`config.mk`:
```
export PLATFORM = sky130hd
export DESIGN_NAME = command_frame_receiver
export DESIGN_NICKNAME = d
export VERILOG_FILES = /design/src/rtl/cfr_pkg.sv /design/src/rtl/cfr_parser.sv /design/src/rtl/command_frame_receiver.sv
export SDC_FILE = /design/constraint.sdc
export NUM_CORES = 1
export LEC_CHECK = 0
export ABC_AREA = 1
export BUFFER_PORTS_ARGS = -buffer_cell sky130_fd_sc_hd__buf_4
export CAP_MARGIN = 10
export CORE_MARGIN = 4
export CORE_UTILIZATION = 54
export DETAILED_ROUTE_END_ITERATION = 10
export HOLD_SLACK_MARGIN = 0.03
export PLACE_DENSITY = 0.85
export SETUP_SLACK_MARGIN = 0.05
export SKIP_CTS_REPAIR_TIMING = 1
export SLEW_MARGIN = 20
export SYNTH_ARGS = -nofsm -noshare
export SYNTH_HDL_FRONTEND = slang
export SYNTH_SLANG_ARGS = --single-unit
```
`constraint.sdc`:
```
create_clock -name clk -period 6 [get_ports clk]
set_clock_uncertainty 0.15 [all_clocks]
set_input_delay 0.9 -clock clk [delete_from_list [all_inputs] [get_ports clk]]
set_output_delay 0.9 -clock clk [all_outputs]
set_load 0.02 [all_outputs]
```
`src/rtl/cfr_pkg.sv`:
```
// ----------------------------------------------------------------------------
// cfr_pkg: shared types and constants for the command frame receiver
// Frame codes, result status codes and the result record passed from the
// parser to the output stage.
// ----------------------------------------------------------------------------
`default_nettype none

package cfr_pkg;

  localparam int unsigned DefaultMaxPayload = 49;

  localparam logic [7:0] HDR0          = 8'hAA;
  localparam logic [7:0] HDR1          = 8'hAF;
  localparam logic [7:0] FUNC_LIMIT    = 8'hF1;
  localparam logic [7:0] FUNC_PARAM_REQ = 8'h02;
  localparam logic [7:0] FUNC_GAIN_SET = 8'h10;

  localparam int unsigned CaptureDepth = 6;
  localparam int unsigned CapIdxW      = 3;
  localparam int unsigned GainCount    = 3;

  typedef enum logic [1:0] {
    STATUS_MISMATCH  = 2'd0,
    STATUS_PARAM_REQ = 2'd1,
    STATUS_GAIN_SET  = 2'd2,
    STATUS_OTHER     = 2'd3
  } status_t;

  typedef struct packed {
    logic               await_check;  // next byte is a checksum byte
    logic               valid;        // this byte completes a frame
    status_t            status;
    logic [7:0]         func_code;
    logic [7:0]         frame_sum;
    logic signed [15:0] gain_p;
    logic signed [15:0] gain_i;
    logic signed [15:0] gain_d;
  } result_t;

endpackage

`default_nettype wire

```
`src/rtl/cfr_parser.sv`:
```
// ----------------------------------------------------------------------------
// cfr_parser: frame state machine, running sum, payload capture and gains
// Walks one byte per transfer through header, function, length, payload and
// checksum, and forms the frame result on the checksum byte.
// ----------------------------------------------------------------------------
`default_nettype none

module cfr_parser import cfr_pkg::*; #(
  parameter int unsigned MAX_PAYLOAD = DefaultMaxPayload
) (
  input  wire logic       clk,
  input  wire logic       rst,
  input  wire logic       accept,
  input  wire logic [7:0] rx_byte,
  output result_t         res
);

  localparam int unsigned CntW = $clog2(MAX_PAYLOAD + 1);

  typedef enum logic [2:0] {
    HUNT0   = 3'd0,
    HUNT1   = 3'd1,
    FUNC    = 3'd2,
    LEN     = 3'd3,
    PAYLOAD = 3'd4,
    CHECK   = 3'd5
  } phase_t;

  phase_t            phase, phase_next;
  logic [CntW-1:0]   bytes_left, bytes_left_next;
  logic [CntW-1:0]   payload_count, payload_count_next;
  logic [7:0]        running_sum, running_sum_next;
  logic [7:0]        function_latch, function_latch_next;
  logic [7:0]        capture [CaptureDepth];
  logic [7:0]        capture_next [CaptureDepth];
  logic [15:0]       gains [GainCount];
  logic [15:0]       gains_next [GainCount];
  logic              cap_hit;
  logic [7:0]        sum_plus;

  assign cap_hit  = payload_count < CntW'(CaptureDepth);
  assign sum_plus = running_sum + rx_byte;

  always_comb begin
    phase_next          = phase;
    bytes_left_next     = bytes_left;
    payload_count_next  = payload_count;
    running_sum_next    = running_sum;
    function_latch_next = function_latch;
    capture_next        = capture;
    gains_next          = gains;
    res.valid           = 1'b0;
    res.status          = STATUS_MISMATCH;

    unique case (phase)
      HUNT0: begin
        if (rx_byte == HDR0) begin
          phase_next       = HUNT1;
          running_sum_next = rx_byte;
        end
      end
      HUNT1: begin
        if (rx_byte == HDR1) begin
          phase_next       = FUNC;
          running_sum_next = sum_plus;
        end else begin
          phase_next = HUNT0;
        end
      end
      FUNC: begin
        if (rx_byte < FUNC_LIMIT) begin
          phase_next          = LEN;
          function_latch_next = rx_byte;
          running_sum_next    = sum_plus;
        end else begin
          phase_next = HUNT0;
        end
      end
      LEN: begin
        if (rx_byte <= 8'(MAX_PAYLOAD)) begin
          phase_next         = PAYLOAD;
          bytes_left_next    = rx_byte[CntW-1:0];
          payload_count_next = '0;
          running_sum_next   = sum_plus;
        end else begin
          phase_next = HUNT0;
        end
      end
      PAYLOAD: begin
        if (bytes_left != '0) begin
          bytes_left_next    = bytes_left - 1'b1;
          payload_count_next = payload_count + 1'b1;
          running_sum_next   = sum_plus;
          if (cap_hit) begin
            capture_next[payload_count[CapIdxW-1:0]] = rx_byte;
          end
          if (bytes_left == CntW'(1)) begin
            phase_next = CHECK;
          end
        end else begin
          phase_next = HUNT0;
        end
      end
      CHECK: begin
        phase_next = HUNT0;
        res.valid  = 1'b1;
        // a short payload lets the checksum byte land in the capture
        if (cap_hit) begin
          capture_next[payload_count[CapIdxW-1:0]] = rx_byte;
        end
        priority if (running_sum != rx_byte) begin
          res.status = STATUS_MISMATCH;
        end else if (function_latch == FUNC_PARAM_REQ) begin
          res.status = STATUS_PARAM_REQ;
        end else if (function_latch == FUNC_GAIN_SET) begin
          res.status = STATUS_GAIN_SET;
          for (int g = 0; g < GainCount; g++) begin
            gains_next[g] = {capture_next[2*g], capture_next[2*g+1]};
          end
        end else begin
          res.status = STATUS_OTHER;
        end
      end
      default: begin
        phase_next = HUNT0;
      end
    endcase

    res.await_check = (phase == CHECK);
    res.func_code   = function_latch;
    res.frame_sum   = running_sum;
    res.gain_p      = gains_next[0];
    res.gain_i      = gains_next[1];
    res.gain_d      = gains_next[2];
  end

  always_ff @(posedge clk) begin
    if (rst) begin
      phase          <= HUNT0;
      bytes_left     <= '0;
      payload_count  <= '0;
      running_sum    <= '0;
      function_latch <= '0;
      for (int k = 0; k < CaptureDepth; k++) capture[k] <= '0;
      for (int g = 0; g < GainCount; g++) gains[g] <= '0;
    end else if (accept) begin
      phase          <= phase_next;
      bytes_left     <= bytes_left_next;
      payload_count  <= payload_count_next;
      running_sum    <= running_sum_next;
      function_latch <= function_latch_next;
      capture        <= capture_next;
      gains          <= gains_next;
    end
  end

endmodule

`default_nettype wire

```
`src/rtl/command_frame_receiver.sv`:
```
// ----------------------------------------------------------------------------
// command_frame_receiver: serial command frame parser with additive checksum
//
//   channel | dir | fields
//   s_*     | in  | tdata[7:0] rx_byte
//   m_*     | out | tuser[1:0] status; tdata: func_code, frame_sum,
//           |     |   gain_p, gain_i, gain_d (64 bits)
//
// One byte per cycle; the checksum byte's result appears in the output
// register on the following cycle. Parser state and the result register are
// the only storage, so any byte may follow in the next cycle.
// Input stalls only while a result waits unread and the next byte is a
// checksum byte. Synchronous reset clears parser state, capture and gains.
// ----------------------------------------------------------------------------
`default_nettype none

module command_frame_receiver import cfr_pkg::*; #(
  parameter int unsigned MAX_PAYLOAD = DefaultMaxPayload
) (
  input  wire logic        clk,
  input  wire logic        rst,
  input  wire logic        s_tvalid,
  output logic             s_tready,
  input  wire logic [7:0]  s_tdata,   // [7:0] rx_byte
  output logic             m_tvalid,
  input  wire logic        m_tready,
  output logic [63:0]      m_tdata,   // [7:0] func_code, [15:8] frame_sum,
                                      // [31:16] gain_p, [47:32] gain_i,
                                      // [63:48] gain_d
  output logic [1:0]       m_tuser    // [1:0] status
);

  result_t res;
  logic    accept;

  assign s_tready = !(m_tvalid && !m_tready && res.await_check);
  assign accept   = s_tvalid && s_tready;

  cfr_parser #(
    .MAX_PAYLOAD(MAX_PAYLOAD)
  ) u_parser (
    .clk    (clk),
    .rst    (rst),
    .accept (accept),
    .rx_byte(s_tdata),
    .res    (res)
  );

  always_ff @(posedge clk) begin
    if (rst) begin
      m_tvalid <= 1'b0;
    end else if (accept && res.valid) begin
      m_tvalid <= 1'b1;
    end else if (m_tready) begin
      m_tvalid <= 1'b0;
    end
  end

  // load the result register on the checksum transfer
  always_ff @(posedge clk) begin
    if (accept && res.valid) begin
      m_tuser <= res.status;
      m_tdata <= {res.gain_d, res.gain_i, res.gain_p, res.frame_sum, res.func_code};
    end
  end

endmodule

`default_nettype wire

```
==> qor.txt, run 1 <==
Outcome -> finished clean
# IOs -> 80
Largest net degree at the start of global routing -> 66
HPWL Detailed -> 13,400 microns
P per Cell Area -> 241 nW/um^2
Final wirelength -> 21,000 microns
GRT Util Overall -> 21.3%
Starting Density -> 55.6%
Number of global-route vias before repair -> 7,217
RSZ-0062 raised after global routing -> false
Post-synth top area share -> 26.4%
Area post-placement -> 10,300 sq um
Yosys warning count -> 0
Via density -> 5.13
Initial antenna violation count -> 0
Synth async-reset ratio -> 0%
RR Endpoint -> u_parser.capture[9]
Crit end category -> register
Final min period -> 2900 ps
CP Launch Type -> register
Worst EP required -> 6160 ps
Die H -> 142 microns
Worst Hold End -> m_tdata[2]
Period utilization -> 48.4%
Vias -> 7,889
Area Growth Syn to Fin -> 12.1%
Post-Syn Instances -> 1,252
Fmax -> 345 MHz
CTS tree -> built
Leading area contributor after synthesis -> dfxtp_1
DRC viols -> 0
R2R setup slack -> 3100 ps
Site Rows -> 48
Fin. max-slew vios -> 0
Core area -> 17,500 sq um
Maximum clock path buffer count -> 2
Share of cells above drive strength 1 -> 19.6%
Peak supply drop -> 0.000221 V
Sink Count -> 194
Leakage -> 5.25 nW
Placer Congestion -> 0.901
H-tree levels -> 4
Nets -> 1,323
Reg2Reg Launch Point -> u_parser.phase[2]
Worst-margin pin slew -> 912 ps
Post-route setup TNS -> 0 ps
CTS Root Cell -> clkbuf_16
Distinct cells, synth -> 35
Total grt overflow -> 0
Sequential cell area fraction in the yosys report -> 46.8%
Drt initial violations -> 696
#FFs+latches synth -> 194
Critical path arrival -> 3070 ps
Most frequent cells in the layout -> nand2_1 (384), nor2_1 (149), inv_1 (133)
DR pass1 iterations -> 6
Die area -> 20,200 sq um
Mapped Nets -> 1,275
CP Max Fanout -> 52
CTS Buf Count -> 17
WL/cell -> 13.7 microns
Ranking of synthesized cells by area -> dfxtp_1 (26%), edfxtp_1 (20%), nand2_1 (15%)
Most common cell after layout, fill and taps aside -> nand2_1
Final setup viols -> 0
Antenna Nets Post-Route -> 0
Clk Latency, worst-skew pair -> 440 ps
Critical path type -> register to register
Slew HR -> 39.2%
Final hold vios -> 0
Synth Flop Type -> dfxtp_1
Mapped Area -> 9720 sq um
Hold path cells -> 0
# port buffers -> 79
Worst-path clk slew -> 70 ps
Finished Core Util -> 62.3%
Max-cap viol count -> 0
HP Start -> u_parser.function_latch[2]
Diode count -> 0
Avg Inst Size Synth -> 7.76 sq um
Hold Path Class -> register to register
Final std cell area, no fill -> 10,900 sq um
Die width -> 142 microns
EDFF count, synth -> 66
Worst R2R Path Depth -> 9
First-pass GRT wire length -> 34,900 microns
[worst max-delay path: stages (launching register included)]
cell and delay (ps):
dfxtp_1 570, inv_4 130, nor2_8 240, inv_4 100
nor2_2 140, nor2_4 60, nand3_4 410, buf_4 640
nand2_1 120, nor3b_2 180
[cell type report]
class / count / area [sq um]
Clock buffer: 18 / 439
Clock inverter: 14 / 121
Fill cell: 1427 / 6590
Inverter: 148 / 561
Multi-Input combinational cell: 854 / 4300
Sequential cell: 194 / 4540
Tap cell: 225 / 282
Timing Repair Buffer: 85 / 646
[metrics by stage]
| stage | hold WS, ps | setup WS (ps) | power (mW) | std cells |
|---|---|---|---|---|
| after detailed placement | 289 | 2650 | 1.56 | 1505 |
| after floorplan | 275 | 1590 | 1.52 | 1252 |
| after global placement | 291 | 2690 | 1.55 | 1505 |
| after global routing | 332 | 2850 | 2.71 | 1538 |
| after CTS | 306 | 3020 | 2.63 | 1537 |
| final | 315 | 3100 | 2.62 | 1538 |
[cell usage after synthesis, drive strengths merged (2+ instances only)]
cell type and number:
clkbuf 19, nor2 197, nand4 4, dfxtp 128, a21oi 33, o21ai 75
ha 10, xnor2 2, nand2 393, buf 37, or2 2, edfxtp 66
nor3 4, xor2 5, nand3 76, nor3b 48, inv 148
[registers in the layout, indices dropped and copies added, names as in the netlist]
name / cells
u_parser.phase: 3
u_parser.capture: 48
m_tdata: 64
u_parser.gains: 48
u_parser.bytes_left: 6
m_tvalid: 1
u_parser.function_latch: 8
u_parser.payload_count: 6
m_tuser: 2
u_parser.running_sum: 8
[worst max-delay path by stage]
stage,startpoint,endpoint,slack [ps],depth (start not counted)
floorplan,m_tready,m_tdata[0],1590,4
global placement,m_tready,m_tdata[6],2690,6
detailed placement,m_tready,m_tdata[16],2650,6
CTS,u_parser.phase[2],m_tuser[0],3020,6
global route,u_parser.phase[2],u_parser.capture[9],2850,9
finish,u_parser.phase[2],u_parser.capture[9],3100,9
[power breakdown]
group          total (mW)  leakage (nW)  switching [mW]  internal, mW
logic               0.149          3.33           0.101        0.0473
registers            1.38          1.65          0.0103          1.37
clock network        1.09         0.273           0.530         0.555
total                2.62          5.25           0.642          1.98
[metal layers]
layer	wire length, microns	global-route usage [%]	part of all wire [%]	vias up
met4	582	8.89	2.8	0
met2	9900	33.8	47	234
met3	1260	4.00	6.0	46
li1	-	-	-	4030
met1	9300	28.8	44	3579
met5	0	0	0	-
[kinds of logic after synthesis]
kind of cell,Yosys count,share of synthesized area (%)
AO/OA/AOI/OAI,111,6.77
flip-flops,194,46.8
XOR/XNOR,7,0.631
AND/OR/NAND/NOR,725,35.2
adder cells (fa/ha/maj),11,1.49
buffers and inverters,204,9.13
No activity file was read; power rests on OpenSTA's default activity.
==> run 2, diff against run 1 <==
- ABC_AREA: 1 -> 0
- CORE_UTILIZATION: 54 -> 53
- PLACE_DENSITY: 0.85 -> 0.84
- clock period: 6 -> 2.5 ns (I/O delays scaled with it)
==> qor.txt, run 2 <==
Outcome -> finished with violations
Failing checks -> negative setup slack
Starting Density -> 53.8%
Final min period -> 2580 ps
Final WS setup -> -81.4 ps
Mapped Area -> 8490 sq um
Multiplexer area fraction after synthesis -> 12.4%
Leading area contributor after synthesis -> dfxtp_1
Clock power share -> 44.7%
#FFs+latches synth -> 194
Internal -> 4.88 mW
Share of cells above drive strength 1 -> 26.0%
Site Rows -> 46
Most common cell after layout, fill and taps aside -> nor2_1
Fmax -> 387 MHz
WHS -> 32.4 ps
Sequential cell area fraction in the yosys report -> 53.5%
Synth Area in Compound Gates -> 12.4%
Synth Area in Adders -> 1.71%
Final hold vios -> 0
Critical path type -> register to register
Peak supply drop -> 0.000502 V
Max incr delay on CP -> 550 ps
Fin. max-slew vios -> 0
Max reg flops -> 64
RSZ-0062 raised after global routing -> true
Final wirelength -> 21,400 microns
Placed Cells -> 1,130
Final setup viols -> 5
Post-Synth Simple-Gate Area -> 15.7%
Synth async-reset ratio -> 0%
Area of the multi-input gates -> 3880 sq um
Reg area -> 4550 sq um
CP Max Fanout -> 11
Worst-path clk slew -> 70 ps
Sink Count -> 194
WL/cell -> 18.1 microns
Worst R2R Path Depth -> 9
Distinct cells, synth -> 56
DRC viols -> 0
CTS Buf Count -> 17
# IOs -> 80
Post-Syn Instances -> 847
GRT Util Overall -> 21.2%
Maximum clock path buffer count -> 2
First-pass GRT wire length -> 30,500 microns
Placer Congestion -> 0.879
Most frequent cells in the layout -> nor2_1 (138), buf_4 (127), dfxtp_1 (124)
Post-synth top area share -> 30.2%
Synth Area in XOR/XNOR -> 0.619%
Yosys warning count -> 0
CTS tree -> built
Crit end category -> register
Area Growth Syn to Fin -> 27.0%
EDFF count, synth -> 66
Avg Inst Size Synth -> 10.0 sq um
Period utilization -> 103%
Total grt overflow -> 0
Slew HR -> 56.9%
Largest net degree at the start of global routing -> 129
P per Cell Area -> 574 nW/um^2
Area post-placement -> 9640 sq um
Final std cell area, no fill -> 10,800 sq um
Clk Latency, worst-skew pair -> 440 ps
Max-cap viol count -> 0
Nets -> 973
HPWL Detailed -> 11,800 microns
Diode count -> 0
Hold Path Class -> input pin to register
Number of global-route vias before repair -> 6,148
Largest family of logic cells by synthesized area -> simple AND/OR/NAND/NOR gates
Crit-path cells -> ha_4 > nor4_4 > nand4_1 > or4_4 > nor2_4 > buf_12 > clkbuf_16 > nor2_1 > a211oi_1
Leakage -> 4.31 nW
FILL cells -> 1,112
CP Launch Type -> register
Crit path max-delay cell type -> or4_4
Initial antenna violation count -> 0
Finished Core Util -> 68.4%
H-tree levels -> 4
CTS Root Cell -> clkbuf_16
Critical path arrival -> 2750 ps
Via density -> 5.75
Die width -> 135 microns
Synth Flop Type -> dfxtp_1
Hold path cells -> 3
Switching Fraction -> 21.2%
Die area -> 18,100 sq um
DR pass1 iterations -> 5
Die H -> 135 microns
Ranking of synthesized cells by area -> dfxtp_1 (30%), edfxtp_1 (23%), mux2i_1 (12%)
Largest reg by FF count -> m_tdata
Post-route setup TNS -> -188 ps
Core area -> 15,800 sq um
Vias -> 6,775
Top-count cell post-synth -> nor2_1
Mapped Nets -> 870
Drt initial violations -> 548
Comb pwr share -> 3.0%
Non-filler cells, final -> 1,179
Top cells by count, synth -> nor2_1 (143), dfxtp_1 (128), mux2i_1 (104)
Antenna Nets Post-Route -> 0
Worst EP required -> 2670 ps
Worst-margin pin slew -> 647 ps
Seq pwr share -> 52.3%
Net switching power -> 1.31 mW
# port buffers -> 79
Biggest regs -> m_tdata x64, u_parser.capture x48, u_parser.gains x48
[run 2: cell types whose count changed in the layout (fill, tap and decap cells not counted), moves of 32 or more]
cell      previous run  this run
nand2_1            384        61
nand3_1             74        11
nor2_2              42         4
mux2i_1              0       104
buf_4               84       127
a211oi_1             0        32
nor3b_2             40         1
inv_1              133        11
[run 2: worst max-delay path: cells and delay by family, from the launching register on]
kind                     cells  cell delay (ps)
flip-flops                   1              350
AND/OR/NAND/NOR              5             1150
AO/OA/AOI/OAI                1              260
adder cells (fa/ha/maj)      1              210
buffers and inverters        2              320
[run 2: worst paths after layout]
path / from / endpoint / slack [ps]
max: u_parser.running_sum[1] / u_parser.gains[1] / -80
min: s_tvalid / m_tvalid / 30
max reg2reg: u_parser.running_sum[1] / u_parser.gains[1] / -80
min reg2reg: u_parser.function_latch[3] / m_tdata[3] / 330
[run 2: logic make-up (layout without fill, tap and decap cells)]
kind of cell / count (synthesis) / after routing
simple gates: 285 / 285
fa+ha+maj: 11 / 11
mux: 105 / 105
xor+xnor: 6 / 6
compound gates: 168 / 168
buf+inv: 78 / 194
flops: 194 / 194
[run 2: cell type report]
| type | instances | area share, % |
|---|---|---|
| well taps | 216 | 2.51 |
| repair buffers | 151 | 13.3 |
| flip-flops and latches | 194 | 42.2 |
| clock buffers | 20 | 4.43 |
| multi-input cells | 575 | 36.0 |
| clock inverters | 12 | 1.18 |
| inverters | 11 | 0.383 |
[run 2: power by group through the flow]
| stage | Clock, mW | Combinational [mW] | Sequential [mW] |
|---|---|---|---|
| floorplan | 0 | 0.0982 | 3.31 |
| global placement | 0 | 0.168 | 3.31 |
| detailed placement | 0 | 0.170 | 3.31 |
| CTS | 2.77 | 0.172 | 3.24 |
| global route | 2.92 | 0.197 | 3.23 |
| finish | 2.77 | 0.185 | 3.24 |
[run 2: routing by layer]
metal  vias up  GRT usage (%)  part of all wire, %
met5         -              0                    0
met4         0           9.62                  3.0
met3        58           4.47                  5.5
met2       233           36.0                   52
met1      3273           26.0                   39
li1       3211              -                    -
[run 2: stage by stage]
stage / power [mW] / setup slack, ps
CTS: 6.18 / -242
floorplan: 3.41 / 22.9
global placement: 3.47 / -280
detailed placement: 3.48 / -369
global route: 6.36 / -125
finish: 6.19 / -81.4
